`config.mk`:
```
export PLATFORM = sky130hd
export DESIGN_NAME = catmull_rom_polyline_resampler_core
export DESIGN_NICKNAME = d
export VERILOG_FILES = /design/src/crpr_pkg.sv /design/src/crpr_spline_unit.sv /design/src/catmull_rom_polyline_resampler_core.sv
export VERILOG_INCLUDE_DIRS = /design/src /design/src/src
export SDC_FILE = /design/constraint.sdc
export NUM_CORES = 2
export LEC_CHECK = 0
export BUFFER_PORTS_ARGS = -buffer_cell sky130_fd_sc_hd__buf_2
export CORE_MARGIN = 5
export CORE_UTILIZATION = 67
export DETAILED_ROUTE_END_ITERATION = 8
export PLACE_DENSITY_LB_ADDON = 0.2
export SKIP_CTS_REPAIR_TIMING = 1
export SLEW_MARGIN = 20
export SYNTH_ARGS = -nofsm -noshare
export SYNTH_HDL_FRONTEND = slang
export SYNTH_SLANG_ARGS = --single-unit
```
`constraint.sdc`:
```
create_clock -name i_clk -period 23.7 [get_ports i_clk]
set_clock_uncertainty 0.15 [all_clocks]
set_input_delay 3.555 -clock i_clk [delete_from_list [all_inputs] [get_ports i_clk]]
set_output_delay 3.555 -clock i_clk [all_outputs]
set_load 0.01 [all_outputs]
```
`src/catmull_rom_polyline_resampler_core_assert.svh`:
```
// ----------------------------------------------------------------------------
// catmull-rom resampler assertion macros
// clocked assertion wrappers that compile away when SYNTHESIS is defined
// ----------------------------------------------------------------------------
`ifndef CATMULL_ROM_POLYLINE_RESAMPLER_CORE_ASSERT_SVH
`define CATMULL_ROM_POLYLINE_RESAMPLER_CORE_ASSERT_SVH

`ifndef SYNTHESIS
`define CRPR_ASSERT(name, clk, rst_n, prop) \
    name: assert property (@(posedge clk) disable iff (!rst_n) (prop)) \
        else $error("assertion failed: name");
`define CRPR_ASSERT_NEXT(name, clk, rst_n, ante, cons) \
    name: assert property (@(posedge clk) disable iff (!rst_n) (ante) |=> (cons)) \
        else $error("assertion failed: name");
`else
`define CRPR_ASSERT(name, clk, rst_n, prop)
`define CRPR_ASSERT_NEXT(name, clk, rst_n, ante, cons)
`endif

`endif

```
`src/crpr_pkg.sv`:
```
// ----------------------------------------------------------------------------
// crpr_pkg
// shared constants, register codes and evaluator opcodes of the resampler
// ----------------------------------------------------------------------------
package crpr_pkg;

    localparam int COORD_WIDTH_DEF    = 24;
    localparam int MAX_NEW_POINTS_DEF = 61;

    localparam int NPTS_WIDTH   = 6;
    localparam int TSTEP_WIDTH  = 17;
    localparam int TACC_WIDTH   = TSTEP_WIDTH + NPTS_WIDTH;
    localparam int CFG_IDX_WIDTH = 2;

    localparam logic [NPTS_WIDTH-1:0]  NPTS_RESET  = 6'd8;
    localparam logic [TSTEP_WIDTH-1:0] TSTEP_RESET = 17'd8192;
    localparam logic [TSTEP_WIDTH-1:0] T_ONE       = 17'h10000;

    localparam logic [CFG_IDX_WIDTH-1:0] CFG_NUM_NEW_POINTS = 2'd0;
    localparam logic [CFG_IDX_WIDTH-1:0] CFG_T_STEP         = 2'd1;

    typedef enum logic [2:0] {
        EV_HOLD,
        EV_LOAD,
        EV_MUL,
        EV_ADD_C,
        EV_ADD_B,
        EV_ADD_A
    } t_eval_op;

endpackage

```
`src/crpr_spline_unit.sv`:
```
// ----------------------------------------------------------------------------
// crpr_spline_unit
// shared multiply-accumulate unit that evaluates one cubic coordinate by
// horner steps, then rounds and saturates the result
// ----------------------------------------------------------------------------
module crpr_spline_unit #(
    parameter int COORD_WIDTH = crpr_pkg::COORD_WIDTH_DEF
) (
    input  logic                                i_clk,
    input  crpr_pkg::t_eval_op                  i_op,
    input  logic signed [COORD_WIDTH-1:0]       i_p0,
    input  logic signed [COORD_WIDTH-1:0]       i_p1,
    input  logic signed [COORD_WIDTH-1:0]       i_p2,
    input  logic signed [COORD_WIDTH-1:0]       i_p3,
    input  logic [crpr_pkg::TSTEP_WIDTH-1:0]    i_t,
    output logic signed [COORD_WIDTH-1:0]       o_result
);

    localparam int SW = COORD_WIDTH + 5;
    localparam int PW = SW + crpr_pkg::TSTEP_WIDTH + 1;

    logic signed [SW-1:0] w_p0, w_p1, w_p2, w_p3;
    logic signed [SW-1:0] w_a, w_b, w_c, w_d;
    logic signed [crpr_pkg::TSTEP_WIDTH:0] w_t;
    logic signed [PW-1:0] w_prod_rnd;
    logic signed [SW-1:0] w_r16;
    logic signed [SW-1:0] w_s3_rnd;
    logic signed [SW-1:0] w_r1;

    logic signed [SW-1:0] r_acc;
    logic signed [PW-1:0] r_prod;

    assign w_p0 = SW'(i_p0);
    assign w_p1 = SW'(i_p1);
    assign w_p2 = SW'(i_p2);
    assign w_p3 = SW'(i_p3);

    assign w_a = w_p1 <<< 1;
    assign w_b = w_p2 - w_p0;
    assign w_c = (w_p0 <<< 1) - (w_p1 <<< 2) - w_p1 + (w_p2 <<< 2) - w_p3;
    assign w_d = (w_p1 <<< 1) + w_p1 - (w_p2 <<< 1) - w_p2 + w_p3 - w_p0;

    assign w_t        = $signed({1'b0, i_t});
    assign w_prod_rnd = r_prod + PW'(32768);
    assign w_r16      = SW'(w_prod_rnd >>> 16);
    assign w_s3_rnd   = r_acc + SW'(1);
    assign w_r1       = w_s3_rnd >>> 1;

    always_comb begin
        if (w_r1[SW-1:COORD_WIDTH-1] == '0 || w_r1[SW-1:COORD_WIDTH-1] == '1) begin
            o_result = w_r1[COORD_WIDTH-1:0];
        end else if (w_r1[SW-1]) begin
            o_result = {1'b1, {(COORD_WIDTH-1){1'b0}}};
        end else begin
            o_result = {1'b0, {(COORD_WIDTH-1){1'b1}}};
        end
    end

    always_ff @(posedge i_clk) begin
        unique case (i_op)
            crpr_pkg::EV_HOLD:  ;
            crpr_pkg::EV_LOAD:  r_acc  <= w_d;
            crpr_pkg::EV_MUL:   r_prod <= r_acc * w_t;
            crpr_pkg::EV_ADD_C: r_acc  <= w_c + w_r16;
            crpr_pkg::EV_ADD_B: r_acc  <= w_b + w_r16;
            crpr_pkg::EV_ADD_A: r_acc  <= w_a + w_r16;
            default: ;
        endcase
    end

endmodule

```
`src/catmull_rom_polyline_resampler_core.sv`:
```
// ----------------------------------------------------------------------------
// catmull_rom_polyline_resampler_core
// a key point is accepted in idle; a passed key point is loaded into the output register from the head or tail state
// each curve point is evaluated on the one shared multiplier in steps: 1 load, 3 multiply/add
//   pairs and 1 round per coordinate, then an output step that waits while the output is stalled
// a new key point is taken once the last result of the previous one sits in the output
// reset: synchronous active low, clears the window count and loads register defaults
// ----------------------------------------------------------------------------
`include "catmull_rom_polyline_resampler_core_assert.svh"

module catmull_rom_polyline_resampler_core #(
    parameter int COORD_WIDTH    = crpr_pkg::COORD_WIDTH_DEF,
    parameter int MAX_NEW_POINTS = crpr_pkg::MAX_NEW_POINTS_DEF
) (
    input  logic                                  i_clk,
    input  logic                                  i_rst_n,

    input  logic                                  i_in_valid,
    output logic                                  o_in_stall,
    input  logic signed [COORD_WIDTH-1:0]         i_key_x,
    input  logic signed [COORD_WIDTH-1:0]         i_key_y,
    input  logic                                  i_key_last,

    output logic                                  o_out_valid,
    input  logic                                  i_out_stall,
    output logic signed [COORD_WIDTH-1:0]         o_curve_x,
    output logic signed [COORD_WIDTH-1:0]         o_curve_y,
    output logic                                  o_curve_last,

    input  logic                                  i_cfg_valid,
    output logic                                  o_cfg_ready,
    input  logic [crpr_pkg::CFG_IDX_WIDTH-1:0]    i_cfg_index,
    input  logic [crpr_pkg::TSTEP_WIDTH-1:0]      i_cfg_data
);

    localparam int NW = crpr_pkg::NPTS_WIDTH;
    localparam int TW = crpr_pkg::TSTEP_WIDTH;
    localparam int AW = crpr_pkg::TACC_WIDTH;
    localparam logic [NW-1:0] MAX_NP = NW'(MAX_NEW_POINTS);

    typedef enum logic [2:0] {
        ST_IDLE,
        ST_HEAD,
        ST_LOAD,
        ST_MUL,
        ST_ADD,
        ST_FIN,
        ST_OUT,
        ST_TAIL
    } t_state;

    t_state r_state;
    logic [NW-1:0] r_npts;
    logic [TW-1:0] r_tstep;
    logic [2:0]    r_points_seen;
    logic [2:0]    r_cnt;
    logic          r_last;
    logic [1:0]    r_idx;
    logic [1:0]    r_step;
    logic          r_coord;
    logic [NW-1:0] r_j;
    logic [AW-1:0] r_tacc;
    logic signed [COORD_WIDTH-1:0] r_win_x [4];
    logic signed [COORD_WIDTH-1:0] r_win_y [4];
    logic signed [COORD_WIDTH-1:0] r_res_x;
    logic signed [COORD_WIDTH-1:0] r_res_y;
    logic          r_out_valid;
    logic signed [COORD_WIDTH-1:0] r_out_x;
    logic signed [COORD_WIDTH-1:0] r_out_y;
    logic          r_out_last;

    logic          w_in_acc;
    logic          w_out_free;
    logic          w_out_load;
    logic [2:0]    w_cnt_next;
    logic [NW-1:0] w_npts_eff;
    logic [TW-1:0] w_t;
    logic          w_tail_end;
    t_state        w_after_curve;
    crpr_pkg::t_eval_op w_op;
    logic signed [COORD_WIDTH-1:0] w_p [4];
    logic signed [COORD_WIDTH-1:0] w_result;

    assign o_in_stall  = (r_state != ST_IDLE);
    assign o_cfg_ready = 1'b1;
    assign o_out_valid = r_out_valid;
    assign o_curve_x   = r_out_x;
    assign o_curve_y   = r_out_y;
    assign o_curve_last = r_out_last;

    assign w_in_acc   = i_in_valid && !o_in_stall;
    assign w_out_free = !r_out_valid || !i_out_stall;
    assign w_out_load = w_out_free
                        && (r_state == ST_HEAD || r_state == ST_OUT || r_state == ST_TAIL);
    assign w_cnt_next = (r_points_seen < 3'd4) ? r_points_seen + 3'd1 : 3'd4;
    assign w_npts_eff = (r_npts > MAX_NP) ? MAX_NP : r_npts;
    assign w_t        = (r_tacc > AW'(crpr_pkg::T_ONE)) ? crpr_pkg::T_ONE : r_tacc[TW-1:0];
    assign w_tail_end = ({1'b0, r_idx} == r_cnt - 3'd1);
    assign w_after_curve = r_last ? ST_TAIL : ST_IDLE;

    always_comb begin
        for (int k = 0; k < 4; k++) begin
            w_p[k] = r_coord ? r_win_y[k] : r_win_x[k];
        end
    end

    always_comb begin
        unique case (r_state)
            ST_LOAD: w_op = crpr_pkg::EV_LOAD;
            ST_MUL:  w_op = crpr_pkg::EV_MUL;
            ST_ADD: begin
                case (r_step)
                    2'd0:    w_op = crpr_pkg::EV_ADD_C;
                    2'd1:    w_op = crpr_pkg::EV_ADD_B;
                    default: w_op = crpr_pkg::EV_ADD_A;
                endcase
            end
            default: w_op = crpr_pkg::EV_HOLD;
        endcase
    end

    crpr_spline_unit #(
        .COORD_WIDTH (COORD_WIDTH)
    ) u_spline (
        .i_clk    (i_clk),
        .i_op     (w_op),
        .i_p0     (w_p[0]),
        .i_p1     (w_p[1]),
        .i_p2     (w_p[2]),
        .i_p3     (w_p[3]),
        .i_t      (w_t),
        .o_result (w_result)
    );

    always_ff @(posedge i_clk) begin
        if (!i_rst_n) begin
            r_state       <= ST_IDLE;
            r_npts        <= crpr_pkg::NPTS_RESET;
            r_tstep       <= crpr_pkg::TSTEP_RESET;
            r_points_seen <= 3'd0;
            r_cnt         <= 3'd1;
            r_last        <= 1'b0;
            r_idx         <= 2'd0;
            r_step        <= 2'd0;
            r_coord       <= 1'b0;
            r_j           <= '0;
            r_tacc        <= '0;
            r_out_valid   <= 1'b0;
        end else begin
            if (i_cfg_valid) begin
                case (i_cfg_index)
                    crpr_pkg::CFG_NUM_NEW_POINTS: r_npts  <= i_cfg_data[NW-1:0];
                    crpr_pkg::CFG_T_STEP:         r_tstep <= i_cfg_data;
                    default: ;
                endcase
            end

            if (r_out_valid && !i_out_stall && !w_out_load) begin
                r_out_valid <= 1'b0;
            end

            unique case (r_state)
                ST_IDLE: begin
                    if (w_in_acc) begin
                        if (r_points_seen < 3'd4) begin
                            r_win_x[r_points_seen[1:0]] <= i_key_x;
                            r_win_y[r_points_seen[1:0]] <= i_key_y;
                        end else begin
                            for (int k = 0; k < 3; k++) begin
                                r_win_x[k] <= r_win_x[k+1];
                                r_win_y[k] <= r_win_y[k+1];
                            end
                            r_win_x[3] <= i_key_x;
                            r_win_y[3] <= i_key_y;
                        end
                        r_cnt         <= w_cnt_next;
                        r_last        <= i_key_last;
                        r_points_seen <= i_key_last ? 3'd0 : w_cnt_next;
                        r_idx         <= (w_cnt_next == 3'd4) ? 2'd2 : 2'd0;
                        r_j           <= '0;
                        r_tacc        <= '0;
                        r_coord       <= 1'b0;
                        if (r_points_seen == 3'd3) begin
                            r_state <= ST_HEAD;
                        end else if (w_cnt_next == 3'd4 && w_npts_eff != '0) begin
                            r_state <= ST_LOAD;
                        end else if (i_key_last) begin
                            r_state <= ST_TAIL;
                        end
                    end
                end
                ST_HEAD: begin
                    if (w_out_free) begin
                        r_out_valid <= 1'b1;
                        r_out_x     <= r_win_x[0];
                        r_out_y     <= r_win_y[0];
                        r_out_last  <= 1'b0;
                        r_state     <= (w_npts_eff != '0) ? ST_LOAD : w_after_curve;
                    end
                end
                ST_LOAD: begin
                    r_step  <= 2'd0;
                    r_state <= ST_MUL;
                end
                ST_MUL: begin
                    r_state <= ST_ADD;
                end
                ST_ADD: begin
                    if (r_step == 2'd2) begin
                        r_state <= ST_FIN;
                    end else begin
                        r_step  <= r_step + 2'd1;
                        r_state <= ST_MUL;
                    end
                end
                ST_FIN: begin
                    if (!r_coord) begin
                        r_res_x <= w_result;
                        r_coord <= 1'b1;
                        r_state <= ST_LOAD;
                    end else begin
                        r_res_y <= w_result;
                        r_state <= ST_OUT;
                    end
                end
                ST_OUT: begin
                    if (w_out_free) begin
                        r_out_valid <= 1'b1;
                        r_out_x     <= r_res_x;
                        r_out_y     <= r_res_y;
                        r_out_last  <= 1'b0;
                        r_coord     <= 1'b0;
                        r_j         <= r_j + NW'(1);
                        r_tacc      <= r_tacc + AW'(r_tstep);
                        r_state     <= (r_j + NW'(1) == w_npts_eff) ? w_after_curve : ST_LOAD;
                    end
                end
                ST_TAIL: begin
                    if (w_out_free) begin
                        r_out_valid <= 1'b1;
                        r_out_x     <= r_win_x[r_idx];
                        r_out_y     <= r_win_y[r_idx];
                        r_out_last  <= w_tail_end;
                        r_idx       <= r_idx + 2'd1;
                        if (w_tail_end) begin
                            r_state <= ST_IDLE;
                        end
                    end
                end
                default: r_state <= ST_IDLE;
            endcase
        end
    end

    `CRPR_ASSERT(a_points_seen_max, i_clk, i_rst_n, r_points_seen <= 3'd4)
    `CRPR_ASSERT(a_tail_idx_in_window, i_clk, i_rst_n, r_state != ST_TAIL || 3'(r_idx) < r_cnt)
    `CRPR_ASSERT_NEXT(a_last_ends_polyline, i_clk, i_rst_n, r_state == ST_TAIL && w_out_free && w_tail_end, r_state == ST_IDLE && r_out_valid && r_out_last)

endmodule
```
==> impl_results.md <==
* Top_reg_cell synth: edfxtp_1
* Vias in the first global route at 40070
* Final hold slack at 0.3122 ns
* Initial antenna violation count at 3
* Vias per cell at 6.186
* Yosys top cell area share at 24.73%
* Port bufs at 123
* Max-cap violations at 0
* Final setup viols at 0
* DRT Pass-1 Iters at 7
* Syn Nets at 6411
* CTS clk-pin slew, worst paths at 0.06 ns
* FF+latch count, synth at 418
* Setup TNS at 0 ns
* Post-synth EDFFs at 348
* I/O pin total at 125
* Post-synth ARST share at 0%
* Fmax achieved at 0.09787 GHz
* Crit-path max FO at 147
* Worst path required time at 23.90 ns
* Total CTS buffers at 47
* Pwr Density at 100.8 nW/um^2
* Die Ht at 284.4 um
* Detailed-route wire length per cell at 21.58 um
* Num Clock Sinks at 418
* HP Class: reg2reg
* Yosys Warn Count at 0
* CP Capture Type: flop
* Mean post-synth cell area at 9.381 sq um
* CP Class: reg2reg
* Sequential-to-total area share from yosys stat at 23.50%
* R2R depth at 26
* Flop2flop setup slack at 13.48 ns
* Mapped Area at 50430 sq um
* H-tree depth at 2
* Rel. slew slack at 17.45%
* CTS max path bufs at 3
* Max VDD drop at 114.8 uV
* Vias at 39470
* First-pass GRT wire length at 219300 um
* Nets at 6408
* Synth cell count leaders: inv_1, nand2_1, fa_1, edfxtp_1, ha_1
* Unrepaired setup endpoints after global routing: false
* Family with the most delay on the worst path: adder cells
* Leakage Power at 25.22 nW
* Worst-Margin Slew at 1.207 ns
* Post-DRT Antenna Nets at 0
* Syn Inst Count at 5376
* Wirelength, routed at 137700 um
* Final Hold Viols at 0
* CP arrival at 10.42 ns
* Clock latency on the worst-skew pair at 0.62 ns
* Die ar. at 80860 sq um
* R2r startpoint: r_tacc[7]$_SDFFE_PN0P_
* Outcome: finished, final reports clean
* WHS Endpoint: r_cnt[1]$_SDFFE_PN0P_
* RD Place Congestion at 0.9708
* Synth-to-layout area growth at 6.071%
* Most used cell, CP: fa_1
* Fraction of layout cells with a size suffix above 1 at 6.730%
* Hold Path Stages at 2
* Critical Path Slowest Stage Cell: buf_4
* Type of origin of the critical path: flop
* Final min period at 10.22 ns
* DR DRC count at 0
* Floorplan core area at 74570 sq um
* Max Slew Vio Count at 0
* Most numerous cell in the Yosys netlist: inv_1
* CTS root buf: clkbuf_16
* Drt initial violations at 4112
* Remaining global-route overflow at 0
* Row cnt at 100
* Fin crit share at 43.11%
* Leading post-synthesis cells by cell area: fa_1, edfxtp_1, ha_1
* Netlist cell types at 85
* Hold path start: r_cnt[1]$_SDFFE_PN0P_
* Reg2reg end: u_spline.r_prod[44]$_DFFE_PN_
* Biggest area consumer among synthesized cells: fa_1
* Worst Path Buf+Inv at 5
* Largest net degree at the start of global routing at 148
* CTS tree: built
* CP peak stage delay at 0.92 ns
* Total Routing Usage GR at 34.25%
* Initial Util at 67.63%
* Die width at 284.4 um
* DP Wirelength at 108000 um
-- power breakdown --
part	internal (mW)	switching, mW	leakage [nW]
Combinational	1.39	2.10	20.7
Sequential	0.974	0.169	3.74
Clock	0.439	0.320	0.774
Total	2.80	2.59	25.2
-- metrics by stage --
stage	setup WS [ns]	cell area, sq um	utilization (%)	power [mW]	cells
final	13.48	53500	71.74	5.394	6381
after global routing	12.82	53490	71.73	5.784	6378
after CTS	13.73	53480	71.72	5.317	6378
after detailed placement	13.71	51900	69.59	4.527	6293
after global placement	14.04	51900	69.59	4.469	6293
after floorplan	15.92	50430	-	3.621	5376
-- metal layers --
layer	GRT usage (%)	part of all wire (%)	vias up
met3	8.125	11	379
met5	0	0	-
met2	53.81	45	2007
met1	46.71	40	19420
met4	13.34	4.5	0
li1	-	-	17670
-- cell families after synthesis --
group                    share of synthesized area (%)
AND/OR/NAND/NOR                                  15.07
flip-flops                                       23.50
XOR/XNOR                                         4.845
buffers and inverters                            8.532
other                                         0.007435
AO/OA/AOI/OAI                                    9.608
adder cells (fa/ha/maj)                          33.14
multiplexers                                     5.297
-- state kept, by name, summed over array words and instances (netlist names), 2 cells and up, named ones only --
name,cells
u_spline.r_acc,29
r_win_x,96
r_step,2
r_res_y,24
u_spline.r_prod,30
r_points_seen,3
o_curve_y,24
r_win_y,96
r_npts,6
r_idx,2
r_tacc,23
r_state,3
r_j,6
r_cnt,3
o_curve_x,24
r_res_x,24
r_tstep,17
-- cell type report --
class / instances / area (sq um)
clock inverter: 32 / 367.9
inverter: 917 / 3442
antenna: 3 / 7.507
clock buffer: 53 / 1220
tap: 969 / 1212
sequential: 418 / 11860
fill: 5500 / 21080
timing repair buffer: 175 / 1006
multi-input combinational: 3814 / 34380
-- how the worst max path moves through the flow --
stage | startpoint | end | slack (ns) | cells after the start
finish | r_tacc[7]$_SDFFE_PN0P_ | u_spline.r_prod[44]$_DFFE_PN_ | 13.48 | 26
CTS | r_tacc[7]$_SDFFE_PN0P_ | u_spline.r_prod[44]$_DFFE_PN_ | 13.73 | 26
detailed placement | r_tacc[7]$_SDFFE_PN0P_ | u_spline.r_prod[44]$_DFFE_PN_ | 13.71 | 26
global route | r_tacc[7]$_SDFFE_PN0P_ | u_spline.r_prod[44]$_DFFE_PN_ | 12.82 | 26
floorplan | r_tacc[2]$_SDFFE_PN0P_ | u_spline.r_prod[35]$_DFFE_PN_ | 15.92 | 27
global placement | r_tacc[7]$_SDFFE_PN0P_ | u_spline.r_prod[44]$_DFFE_PN_ | 14.04 | 26
-- layout by cell type (no fill, tap or decap), drive strengths merged, types with 17 or more instances in the layout --
master,Yosys,final
xnor2,150,150
clkbuf,197,53
nand2b,40,40
o211ai,17,17
nor2b,82,82
a21boi,27,27
nor3,63,63
mux4,48,48
a21oi,199,199
dfxtp,70,70
o21bai,27,27
nor2,175,175
and3,264,264
a22oi,19,19
ha,339,339
buf,30,175
nand4,21,21
and2,31,31
edfxtp,348,348
inv,917,921
nand3,68,68
o21ai,188,188
xor2,129,129
nand2,798,798
clkinv,0,20
o21a,31,31
mux2i,142,142
a211oi,26,26
a31oi,23,23
fa,623,623
a21o,60,60
or3,18,18
-- worst min-delay path: cells and delay by family, from the launching register on --
family / cells / cell delay, ns
flip-flops: 1 / 0.31
AO/OA/AOI/OAI: 1 / 0.06
AND/OR/NAND/NOR: 1 / 0.05
Note: power is estimated with default switching activity, not from simulation.
